### src/rtl/b512_ram.sv
module b512_ram #(
  parameter int unsigned Width = 64,
  parameter int unsigned Depth = 16
) (
  input  logic                     clk_i,
  input  logic                     we_i,
  input  logic [$clog2(Depth)-1:0] waddr_i,
  input  logic [Width-1:0]         wdata_i,
  input  logic [$clog2(Depth)-1:0] raddr_i,
  output logic [Width-1:0]         rdata_o
);

  logic [Width-1:0] mem_q [Depth];
  logic [Width-1:0] rdata_q;

  always_ff @(posedge clk_i) begin
    if (we_i) begin
      mem_q[waddr_i] <= wdata_i;
    end
    rdata_q <= mem_q[raddr_i];
  end

  assign rdata_o = rdata_q;

endmodule

### config.mk
export PLATFORM = sky130hd
export DESIGN_NAME = b512_ram
export DESIGN_NICKNAME = d
export VERILOG_FILES = /design/src/rtl/b512_ram.sv
export SDC_FILE = /design/constraint.sdc
export NUM_CORES = 1
export LEC_CHECK = 0
export ABC_CLOCK_PERIOD_IN_PS = 6700
export BUFFER_PORTS_ARGS = -buffer_cell sky130_fd_sc_hd__clkbuf_2
export CORE_MARGIN = 10
export CORE_UTILIZATION = 55
export CTS_CLUSTER_DIAMETER = 30
export DETAILED_ROUTE_END_ITERATION = 7
export HOLD_SLACK_MARGIN = 0.12
export PLACE_DENSITY = 0.72
export REMOVE_ABC_BUFFERS = 1
export SETUP_SLACK_MARGIN = 0.4
export SLEW_MARGIN = 20
export SYNTH_ARGS = -nofsm -noshare
export SYNTH_HDL_FRONTEND = slang
export SYNTH_SLANG_ARGS = --single-unit
### constraint.sdc
create_clock -name clk_i -period 6.7 [get_ports clk_i]
set_clock_uncertainty 0.15 [all_clocks]
set_input_delay 0.335 -clock clk_i [delete_from_list [all_inputs] [get_ports clk_i]]
set_output_delay 0.335 -clock clk_i [all_outputs]
set_load 0.02 [all_outputs]
==> results.md <==
Status:
- The run finished with clean final reports.

Synth:
- Of the synthesized area, sequential elements account for 0.809.
- The average cell area after synthesis is 24.0 um2.
- The flop and latch count out of synthesis is 1088.
- After technology mapping, the gate count stands at between 1500 and 2000.
- The post-synthesis cell type count is 18.
- In the post-synthesis netlist, the biggest area contributors are sky130_fd_sc_hd__edfxtp_1 78%, sky130_fd_sc_hd__mux4_2 15%, sky130_fd_sc_hd__dfxtp_1 3.2%.
- The proportion of netlist area held by the largest area contributor is 0.777.
- The synthesis warning total is 0.
- The synthesized cell area is 0.0396 mm2.
- sky130_fd_sc_hd__edfxtp_1 takes more of the synthesized area than any other cell.

Critical path:
- The arrival time at the worst endpoint is 3.10 ns.
- The slowest stage cell on the critical path is sky130_fd_sc_hd__buf_4.
- The required arrival time at the worst endpoint is 6.88 ns.
- The kind of start point of the critical path is an input port.
- The critical path endpoint category is a register.
- The largest stage delay on the critical path is 0.89 ns.
- The number of buffers and inverters on the critical path is 3.
- The critical path is of the input port to register type.
- Along the worst path, the maximum fanout reaches 46.
- The category of cells accounting for the largest share of critical-path delay is buffers and inverters.
- Walking the worst path, the cells encountered are dlygate4sd3_1 -> clkbuf_2 -> nand2_1 -> nor2_4 -> buf_4.

Timing:
- Based on the critical path, the design can be clocked at up to 343 MHz.
- After routing, the total negative slack on setup checks comes to 0 ns.
- The worst max-slew margin expressed relative to the limit is 0.204.
- For the pin with the worst max-slew slack, the measured transition is 1.19 ns.
- The final-report max-slew violation count was 0.
- The ratio of final minimum period to clock period is 0.435.
- The number of setup violations in the final report is 0.
- Setup repair after global routing left no endpoint under its margin.
- The final critical-path required period is between 2 and 3 ns.
- The final number of hold-violating endpoints is 0.

CTS:
- The source-to-sink clock delay at the later pin of the worst-skew pair is 0.74 ns.
- The quantity of gates resized following cts is 0.
- Once the clock tree was built, the setup fixing pass inserted 0 buffers.
- The number of sinks driven by the clock tree is 1088.
- The clock tree synthesis step divided the H-tree into 4 levels.
- The maximum buffer depth of the clock tree is 3.
- After clock tree synthesis, the clock-pin slew on the worst setup and hold paths is 0.06 ns.
- The number of buffers inserted during clock tree synthesis is ~160.
- TritonCTS built the clock tree.
- After clock tree synthesis, the flow added hold-fix buffers numbering 66.
- The root buffer cell is sky130_fd_sc_hd__clkbuf_16.

Power and ir drop:
- The share of total power dissipated in sequential elements is 0.454.
- The design draws around 17 mW.
- The relative contribution of combinational cells to total power is 0.043.
- Of the total power, the share spent switching nets is 0.215.
- The ratio of total power to cell area is 354 mW/mm2.
- The static leakage power is approximately 16 nW.
- The net switching power figure is 3.64 mW.
- The internal power of the cells totals 13.3 mW.
- The share of total power in the clock network is 0.503.
- VDD sags by at most 0.256 mV.

Global routing:
- The number of global-route vias before repair is 20200.
- The first global-routing pass estimated about 130 mm of wire.
- For this run, the total global-route usage over all layers was measured as 0.217.
- The largest net degree at the start of global routing is 120.
- The number of antenna violations at the first check in global routing came to 6.
- The remaining global-route overflow is 0.

Place:
- The congestion estimate from routability-driven global placement came to between 0.7 and 0.8.
- The number of port buffers is 137.
- After legalization and detailed placement, the total HPWL measured 40.4 mm.

Floorplanning:
- 138 I/O pins were placed.
- The area inside the core boundary is about 0.071 mm2.
- In this run the core area contains 98 standard-cell rows.
- The die height is 288 um.
- The die covers 0.0831 mm2.
- For this configuration, the core starts out at a cell density of 0.555.
- The width of the chip is 288 um.

Min path:
- The worst hold path class is input port to register.

Job:
- The max-capacitance violation count is 0.

Detailed routing:
- The number of design-rule violations left by the first detailed-router iteration is 2170.
- Before antenna repair, the detailed router went through 5 iterations.
- The DRC violations left is 0.
- The total detailed-routing wirelength is 88.0 mm.
- After detailed routing, the number of vias per cell comes to 6.21.
- The count of vias placed by the detailed router is 18900.
- The remaining antenna violation count is 0.
- The average wire length per cell after detail routing is 28.9 um.

Finish:
- The area growth from synthesis to layout is 20.6%.
- The register area is 0.0320 mm2.
- The share of final-layout standard cells stronger than drive strength 1 is 0.343.
- The net count of the finished layout is 2031.
- The area of combinational cells with multiple inputs is 0.00723 mm2.
- The filler cell count in the final layout is 4375.
==> power groups by stage <==
| stage | sequential (mW) | clock [mW] | combinational, mW |
|---|---|---|---|
| after floorplan | 7.85 | 0 | 0.291 |
| after global placement | 7.80 | 0 | 0.677 |
| after detailed placement | 7.81 | 0 | 0.695 |
| after CTS | 7.68 | 8.61 | 0.738 |
| after global routing | 7.69 | 8.92 | 0.785 |
| final | 7.68 | 8.51 | 0.729 |
==> stage by stage <==
step / worst slack [ns] / instance area (um2) / instances / utilization / hold slack, ns
after floorplan: 0.786 / 39100 / 1563 / - / 0.284
after global placement: 3.49 / 41400 / 2678 / 0.580 / 0.499
after detailed placement: 3.48 / 41400 / 2679 / 0.581 / 0.508
after CTS: 3.80 / 47700 / 3042 / 0.668 / 0.127
after global routing: 3.68 / 47700 / 3044 / 0.669 / 0.160
final: 3.78 / 47700 / 3046 / 0.669 / 0.154
==> sequential cells by signal, summed over array words and instances, names as in the netlist <==
name     cells
rdata_o     64
mem_q     1024
==> cell usage after synthesis, drive strengths merged <==
cell type,instances
nor2,13
a22oi,128
mux4,256
nand2,65
nand3,1
clkbuf,36
nand2b,2
buf,48
nor2b,2
and2,1
edfxtp,1024
nor3,4
or3b,1
dfxtp,64
nand3b,2
==> cell families after synthesis <==
group,count (synthesis),synth area share
DFF,1088,0.809
buffers and inverters,84,0.0114
muxes,256,0.146
and+or+nand+nor,91,0.00942
AOI/OAI and AO/OA,128,0.0243
==> metal layers <==
layer	track usage	wire, um	vias up
li1	-	-	7749
met1	0.298	34100	10000
met2	0.343	44200	1027
met3	0.0567	8110	135
met4	0.0650	1570	6
met5	0	36	-
==> worst min-delay path, stage by stage <==
cell	delay, ns
sky130_fd_sc_hd__buf_8	0.18
sky130_fd_sc_hd__mux4_2	0.36
sky130_fd_sc_hd__a22oi_1	0.05
sky130_fd_sc_hd__nand2_1	0.06
==> worst paths after layout <==
kind                  endpoint  cells past startpoint  slack, ns     startpoint
hold / removal     rdata_o[53]                      4       0.15     raddr_i[0]
setup reg to reg   rdata_o[54]                      3       5.12   mem_q[8][54]
hold reg to reg    rdata_o[29]                      3       0.51  mem_q[12][29]
setup / recovery  mem_q[11][0]                      5       3.78     waddr_i[0]
==> final cells by class <==
| type | count | area share |
|---|---|---|
| Clock inverter | 115 | 0.0300 |
| Antenna cell | 3 | 0.000157 |
| Multi-Input combinational cell | 475 | 0.152 |
| Clock buffer | 182 | 0.0871 |
| Tap cell | 950 | 0.0249 |
| Sequential cell | 1088 | 0.671 |
| Timing Repair Buffer | 233 | 0.0351 |
==> cell usage in the layout, fill, tap and decap left out, types with 5 or more instances in the layout <==
cell,Yosys,routed
sky130_fd_sc_hd__inv_6,0,22
sky130_fd_sc_hd__clkinvlp_4,0,22
sky130_fd_sc_hd__clkinv_1,0,7
sky130_fd_sc_hd__inv_8,0,8
sky130_fd_sc_hd__edfxtp_1,1024,1024
sky130_fd_sc_hd__nor2_4,0,13
sky130_fd_sc_hd__clkbuf_8,0,5
sky130_fd_sc_hd__clkbuf_1,36,16
sky130_fd_sc_hd__nand2_1,65,65
sky130_fd_sc_hd__bufinv_16,0,21
sky130_fd_sc_hd__clkinv_2,0,15
sky130_fd_sc_hd__clkbuf_16,0,161
sky130_fd_sc_hd__dfxtp_1,64,64
sky130_fd_sc_hd__buf_4,6,22
sky130_fd_sc_hd__dlygate4sd3_1,0,66
sky130_fd_sc_hd__clkbuf_2,0,135
sky130_fd_sc_hd__clkinv_4,0,12
sky130_fd_sc_hd__a22oi_1,128,128
sky130_fd_sc_hd__clkinv_8,0,6
sky130_fd_sc_hd__mux4_2,256,256
Power figures use the tool's default switching activity.
