File: config.mk
export PLATFORM = sky130hd
export DESIGN_NAME = b512_g_unit
export DESIGN_NICKNAME = d
export VERILOG_FILES = /design/src/rtl/b512_pkg.sv /design/src/rtl/b512_g_unit.sv
export SDC_FILE = /design/constraint.sdc
export NUM_CORES = 1
export LEC_CHECK = 0
export BUFFER_PORTS_ARGS = -buffer_cell sky130_fd_sc_hd__buf_2
export CORE_AREA = 2 2 221 223
export DETAILED_ROUTE_END_ITERATION = 10
export DIE_AREA = 0 0 223 225
export REMOVE_ABC_BUFFERS = 1
export SLEW_MARGIN = 5
export SYNTH_ARGS = -nofsm -noshare
export SYNTH_HDL_FRONTEND = slang
export SYNTH_SLANG_ARGS = --single-unit
export TNS_END_PERCENT = 30
File: constraint.sdc
create_clock -name vclk -period 12.6
set_clock_uncertainty 0.05 [all_clocks]
set_input_delay 2.52 -clock vclk [all_inputs]
set_output_delay 2.52 -clock vclk [all_outputs]
set_load 0.01 [all_outputs]
File: src/rtl/b512_pkg.sv
package b512_pkg;

  typedef logic [63:0] word_t;
  typedef logic [3:0][63:0] row_t;

  localparam int unsigned WordW   = 64;
  localparam int unsigned MsgWords = 16;

  // Compression modes.
  localparam logic [1:0] ModeNormal = 2'd0;
  localparam logic [1:0] ModeFinal  = 2'd1;
  localparam logic [1:0] ModeTail   = 2'd2;

  localparam logic [127:0] BlockBits = 128'd1024;

  localparam logic [7:0][63:0] Iv = {
    64'h5BE0CD19137E2179, 64'h1F83D9ABFB41BD6B,
    64'h9B05688C2B3E6C1F, 64'h510E527FADE682D1,
    64'hA54FF53A5F1D36F1, 64'h3C6EF372FE94F82B,
    64'hBB67AE8584CAA73B, 64'h6A09E667F3BCC908
  };

  localparam logic [15:0][63:0] Pi = {
    64'h636920D871574E69, 64'h0801F2E2858EFC16,
    64'h24A19947B3916CF7, 64'hBA7C9045F12C7F99,
    64'hB8E1AFED6A267E96, 64'h2FFD72DBD01ADFB7,
    64'hD1310BA698DFB5AC, 64'h9216D5D98979FB1B,
    64'h3F84D5B5B5470917, 64'hC0AC29B7C97C50DD,
    64'hBE5466CF34E90C6C, 64'h452821E638D01377,
    64'h082EFA98EC4E6C89, 64'hA4093822299F31D0,
    64'h13198A2E03707344, 64'h243F6A8885A308D3
  };

  localparam logic [3:0] Sigma [10][16] = '{
    '{4'd0, 4'd1, 4'd2, 4'd3, 4'd4, 4'd5, 4'd6, 4'd7,
      4'd8, 4'd9, 4'd10, 4'd11, 4'd12, 4'd13, 4'd14, 4'd15},
    '{4'd14, 4'd10, 4'd4, 4'd8, 4'd9, 4'd15, 4'd13, 4'd6,
      4'd1, 4'd12, 4'd0, 4'd2, 4'd11, 4'd7, 4'd5, 4'd3},
    '{4'd11, 4'd8, 4'd12, 4'd0, 4'd5, 4'd2, 4'd15, 4'd13,
      4'd10, 4'd14, 4'd3, 4'd6, 4'd7, 4'd1, 4'd9, 4'd4},
    '{4'd7, 4'd9, 4'd3, 4'd1, 4'd13, 4'd12, 4'd11, 4'd14,
      4'd2, 4'd6, 4'd5, 4'd10, 4'd4, 4'd0, 4'd15, 4'd8},
    '{4'd9, 4'd0, 4'd5, 4'd7, 4'd2, 4'd4, 4'd10, 4'd15,
      4'd14, 4'd1, 4'd11, 4'd12, 4'd6, 4'd8, 4'd3, 4'd13},
    '{4'd2, 4'd12, 4'd6, 4'd10, 4'd0, 4'd11, 4'd8, 4'd3,
      4'd4, 4'd13, 4'd7, 4'd5, 4'd15, 4'd14, 4'd1, 4'd9},
    '{4'd12, 4'd5, 4'd1, 4'd15, 4'd14, 4'd13, 4'd4, 4'd10,
      4'd0, 4'd7, 4'd6, 4'd3, 4'd9, 4'd2, 4'd8, 4'd11},
    '{4'd13, 4'd11, 4'd7, 4'd14, 4'd12, 4'd1, 4'd3, 4'd9,
      4'd5, 4'd0, 4'd15, 4'd4, 4'd8, 4'd6, 4'd2, 4'd10},
    '{4'd6, 4'd15, 4'd14, 4'd9, 4'd11, 4'd3, 4'd0, 4'd8,
      4'd12, 4'd2, 4'd13, 4'd7, 4'd1, 4'd4, 4'd10, 4'd5},
    '{4'd10, 4'd2, 4'd8, 4'd4, 4'd7, 4'd6, 4'd1, 4'd5,
      4'd15, 4'd11, 4'd9, 4'd14, 4'd3, 4'd12, 4'd13, 4'd0}
  };

  // Control of the shared mixing unit for one half step.
  typedef struct packed {
    logic half;
  } g_ctrl_t;

  function automatic word_t bswap(input word_t x);
    word_t y;
    for (int i = 0; i < 8; i++) begin
      y[8*i +: 8] = x[8*(7-i) +: 8];
    end
    return y;
  endfunction

  // Keeps the top n bits of the partial byte and sets the bit just below.
  function automatic logic [7:0] marker_byte(input logic [7:0] ub, input logic [2:0] n);
    logic [7:0] z;
    logic [7:0] keep;
    z    = 8'h80 >> n;
    keep = 8'(9'h100 - {1'b0, z});
    return (ub & keep) | z;
  endfunction

  function automatic row_t rot_row(input row_t x, input logic [1:0] r);
    row_t y;
    for (int j = 0; j < 4; j++) begin
      y[j] = x[2'(j) + r];
    end
    return y;
  endfunction

endpackage

File: src/rtl/b512_g_unit.sv
module b512_g_unit (
  input  b512_pkg::g_ctrl_t ctrl_i,
  input  b512_pkg::word_t   a_i,
  input  b512_pkg::word_t   b_i,
  input  b512_pkg::word_t   c_i,
  input  b512_pkg::word_t   d_i,
  input  b512_pkg::word_t   mx_i,
  output b512_pkg::word_t   a_o,
  output b512_pkg::word_t   b_o,
  output b512_pkg::word_t   c_o,
  output b512_pkg::word_t   d_o
);
  import b512_pkg::*;

  word_t a1, d_x, d1, c1, b_x, b1;

  // One half of G: the first half rotates by 32 and 25, the second by 16 and 11.
  always_comb begin
    a1  = a_i + b_i + mx_i;
    d_x = d_i ^ a1;
    d1  = ctrl_i.half ? {d_x[15:0], d_x[63:16]} : {d_x[31:0], d_x[63:32]};
    c1  = c_i + d1;
    b_x = b_i ^ c1;
    b1  = ctrl_i.half ? {b_x[10:0], b_x[63:11]} : {b_x[24:0], b_x[63:25]};
  end

  assign a_o = a1;
  assign b_o = b1;
  assign c_o = c1;
  assign d_o = d1;

endmodule

==> results of run 1 <==
-- through the flow --
stage          utilization  hold slack [ps]  std cells
6_report             0.365             5410       2991
5_1_grt              0.365             5440       2991
4_1_cts              0.361             5420       2988
3_5_place_dp         0.361             5420       2988
3_3_place_gp         0.361             5400       2988
2_1_floorplan            -             5070       1486
-- final timing paths --
kind	cells after the start	slack, ps	to
worst max-delay path	33	340	b_o[32]
worst min-delay path	3	5410	a_o[0]
-- what timing repair did --
action                     4_1_cts  5_1_grt
pin swaps                        0        5
setup endpoints to repair        5       46
gates resized for setup          3       29
buffers inserted                 0        3
-- cell type report --
| cell class | count | area (sq um) | share of cell area |
|---|---|---|---|
| Inverter | 49 | 184 | 0.0106 |
| Multi-Input combinational cell | 1437 | 11100 | 0.642 |
| Tap cell | 615 | 769 | 0.0443 |
| Timing Repair Buffer | 890 | 5270 | 0.303 |
-- synthesized netlist by cell type, drive strengths merged (14+ instances only) --
library cell,n
a21oi,209
xnor2,170
nor2,131
ha,125
nand2,124
o21ai,97
xor2,87
fa,65
mux2i,63
clkbuf,61
a21o,52
inv,49
nand4,34
o21bai,34
nand3,24
nor3,20
a31oi,17
o21a,17
and3,14
-- worst max-delay path: cells and delay by family --
family | cells | cell delay, ps
adder cells (fa/ha/maj) | 4 | 1330
buffers and inverters | 9 | 1190
AND/OR/NAND/NOR | 4 | 910
AO/OA/AOI/OAI | 13 | 2780
XOR/XNOR | 2 | 690
multiplexers | 1 | 250
-- power by group --
group | leakage, nW | switching, mW | internal [mW]
Sequential | 0 | 0 | 0
Combinational | 8.68 | 3.43 | 2.38
Clock | 0 | 0 | 0
-- kinds of logic (layout without fill, tap and decap cells) --
family | count (synthesis) | in the layout | share of synthesized area
compound gates | 515 | 515 | 0.279
simple gates | 403 | 403 | 0.163
xor+xnor | 264 | 264 | 0.211
fa+ha+maj | 190 | 190 | 0.251
buf+inv | 116 | 939 | 0.0389
mux | 65 | 65 | 0.0572
-- layer usage --
layer	wire, um	part of all wire	vias up	global-route usage
met3	4610	0.056	92	0.0286
met2	37800	0.46	728	0.523
met4	2740	0.033	2	0.0883
li1	-	-	7259	-
met5	7	0.000086	-	0
met1	36500	0.45	7600	0.421
==> impl_results.md, run 1 <==
* Core area at 47,500 sq um
* Dpl cell area at 17,200 sq um
* Top post-synthesis cells by area: ha_1, xnor2_1, fa_1
* DRC errors left at 0
* Die X at 223 um
* Via count at 15,681
* Crit path arrival time at 9690 ps
* Min-delay src: mx_i[0]
* Seq cells at 0
* Starting density of the core at 0.240
* Avg WL per Cell at 27.3 um
* Hold Buf Count CTS at 0
* First-pass GRT wire length at 113 mm
* Max-slew violations at 0
* Number of distinct library cells after synthesis at 73
* VDD IR max at 153 uV
* Cell Area, Synth at 11,400 sq um
* Hpwl dp at 74.7 mm
* Routed vias/inst at 5.24
* Die Area at 50,200 sq um
* Die Y at 225 um
* Cells after Synth at 1,553
* Setup TNS at 0 ps
* Register area share after synthesis at 0
* Ys Warns at 0
* Layout cells sized above 1 at 0.392
* Leak at 8.68 nW
* Detailed Route WL at 81.7 mm
* Critical-path maximum fanout at 4
* Max stage delay on crit path at 490 ps
* Worst EP required at 10,030 ps
* Drt initial violations at 1,183
* Commonest non-fill, non-tap cell in the layout: buf_2
* Max_cap viols at 0
* Tightest Pin Transition at 943 ps
* Final Hold Vio Count at 0
* Crit path kind: input port to primary output
* Tmin final at 12,260 ps
* Final-layout clock buffer total at 0
* Vias in the first global route at 15,669
* Area Growth Syn to Fin at 52.0%
* Fill cell count at 5,185
* Synth top area share at 0.137
* Worst path most repeated cell: buf_4
* Slowest CP cell: a311o_2
* Endpoints failing setup at 0
* Largest net degree at the start of global routing at 69
* Register Area at 0 sq um
* GPL Wtd Cong at 0.982
* Syn Area/Cell at 7.36 sq um
* Yosys top cell by area: ha_1
* Count of nets after finishing at 2,889
* Setup WS post-layout at 337 ps
* Max Clock Freq at 81.5 MHz
* Diode count at 0
* Crit path from: b_i[1]
* Crit path launch type: input port
* Status: completed
* Hold Crit Class: input port to primary output
* CP Capture Type: primary output
* Cell area power density at 334 nW/um^2
* Commonest non-fill, non-tap cells in the layout: buf_2, buf_4, a21oi_1
* Slew headroom at 0.371
* Post-route ant nets at 0
* Grt total ovfl at 0
* Std-Cell Rows at 80
* Drt pass-1 iters at 5
* Total GRT Usage at 0.310
* Tot Pwr at 5.81 mW
* Post-placement setup slack at -119 ps
* Antenna violations before repair at 2
* Final instance area at 17,400 sq um
* Period Utilization, post-route at 0.973
* IO Count at 577
* PortBufs at 577
Power figures use the tool's default switching activity.
==> run 2, diff against run 1 <==
RECOVER_POWER = 25   (was not set)
==> run 2 against run 1 <==
Net effect:
- utilization about the same
- critical path depth unchanged
- worst hold slack better by 28 ps
- non-clock buffer count unchanged
- critical endpoint is now b_o[47]
- via count about the same
==> impl_results.md, run 2 (synthesis gave the netlist of run 1 again) <==
* Status: completed
* Hpwl dp at 74.7 mm
* First-pass GRT wire length at 113 mm
* Crit path launch type: input port
* Total GRT Usage at 0.310
* Crit path arrival time at 9740 ps
* Die Area at 50,200 sq um
* Detailed Route WL at 81.7 mm
* Antenna violations before repair at 2
* Grt total ovfl at 0
* Diode count at 0
* Largest net degree at the start of global routing at 69
* Final Hold Vio Count at 0
* PortBufs at 577
* Drt pass-1 iters at 5
* Worst EP required at 10,030 ps
* Post-route ant nets at 0
* Routed vias/inst at 5.24
* Cell area power density at 335 nW/um^2
* Layout cells sized above 1 at 0.386
* IO Count at 577
* Register Area at 0 sq um
* Setup WS post-layout at 294 ps
* Starting density of the core at 0.240
* Endpoints failing setup at 0
* Area Growth Syn to Fin at 51.8%
* Worst path most repeated cell: buf_4
* Tightest Pin Transition at 941 ps
* Max-slew violations at 0
* CP Capture Type: primary output
* Core area at 47,500 sq um
* Avg WL per Cell at 27.3 um
* Seq cells at 0
* Commonest non-fill, non-tap cells in the layout: buf_2, buf_4, a21oi_1
* Period Utilization, post-route at 0.977
* Count of nets after finishing at 2,889
* Tmin final at 12,310 ps
* Slew headroom at 0.373
* DRC errors left at 0
* Max_cap viols at 0
* Final instance area at 17,300 sq um
* Post-placement setup slack at -119 ps
* Crit path kind: input port to primary output
* Leak at 8.63 nW
* Critical-path maximum fanout at 5
* Commonest non-fill, non-tap cell in the layout: buf_2
* Die X at 223 um
* Hold Crit Class: input port to primary output
* VDD IR max at 155 uV
* Std-Cell Rows at 80
* Vias in the first global route at 15,669
* Final Core Density at 0.365
* Max Clock Freq at 81.3 MHz
* Slowest CP cell: a311o_2
* GPL Wtd Cong at 0.982
* Fill cell count at 5,194
* Tot Pwr at 5.81 mW
* Dpl cell area at 17,200 sq um
* Via count at 15,682
* Die Y at 225 um
* Max stage delay on crit path at 490 ps
* Final-layout clock buffer total at 0
* Drt initial violations at 1,080
## run 2: cell count changes in the layout (fill, tap and decap cells not counted), sizes merged
cell    delta
buf       -16
clkbuf    +16
## run 2: final timing paths
| kind | startpoint | endpoint | cells after the start |
|---|---|---|---|
| setup / recovery | b_i[1] | b_o[47] | 33 |
| hold / removal | mx_i[0] | a_o[0] | 3 |
## run 2: final cells by class
| cell class | instances | area, sq um | share of cell area |
|---|---|---|---|
| repair buffers | 890 | 5240 | 0.302 |
| well taps | 615 | 769 | 0.0444 |
| inverters | 49 | 184 | 0.0106 |
| multi-input cells | 1437 | 11100 | 0.643 |
## run 2: where the power goes
part / total, mW / internal (mW) / switching (mW) / leakage, nW
Sequential: 0 / 0 / 0 / 0
Clock: 0 / 0 / 0 / 0
Combinational: 5.81 / 2.37 / 3.44 / 8.63
Total: 5.81 / 2.37 / 3.44 / 8.63
## run 2: critical path: cells and delay by family
| family | cells | cell delay [ps] |
|---|---|---|
| compound gates | 9 | 2440 |
| xor+xnor | 4 | 790 |
| fa+ha+maj | 4 | 1510 |
| buf+inv | 9 | 1240 |
| mux | 2 | 330 |
| simple gates | 5 | 870 |
## run 2: timing repair
action,in CTS,in global routing
gates cloned,0,0
hold buffers,0,0
gates resized for setup,3,29
setup endpoints to repair,5,46
pin swaps,0,5
setup buffers,0,3
## run 2: metrics by stage
stage,setup TNS (ps),hold slack (ps),cells
final,0,5440,2991
after global routing,-123,5460,2991
after CTS,0,5420,2988
after detailed placement,-220,5420,2988
after global placement,-480,5400,2988
after floorplan,0,5070,1486
## run 2: layer usage
| metal | track usage | vias up | wire length (um) |
|---|---|---|---|
| li1 | - | 7264 | - |
| met1 | 0.421 | 7594 | 36500 |
| met2 | 0.523 | 740 | 37900 |
| met3 | 0.0286 | 82 | 4710 |
| met4 | 0.0883 | 2 | 2640 |
| met5 | 0 | - | 7 |
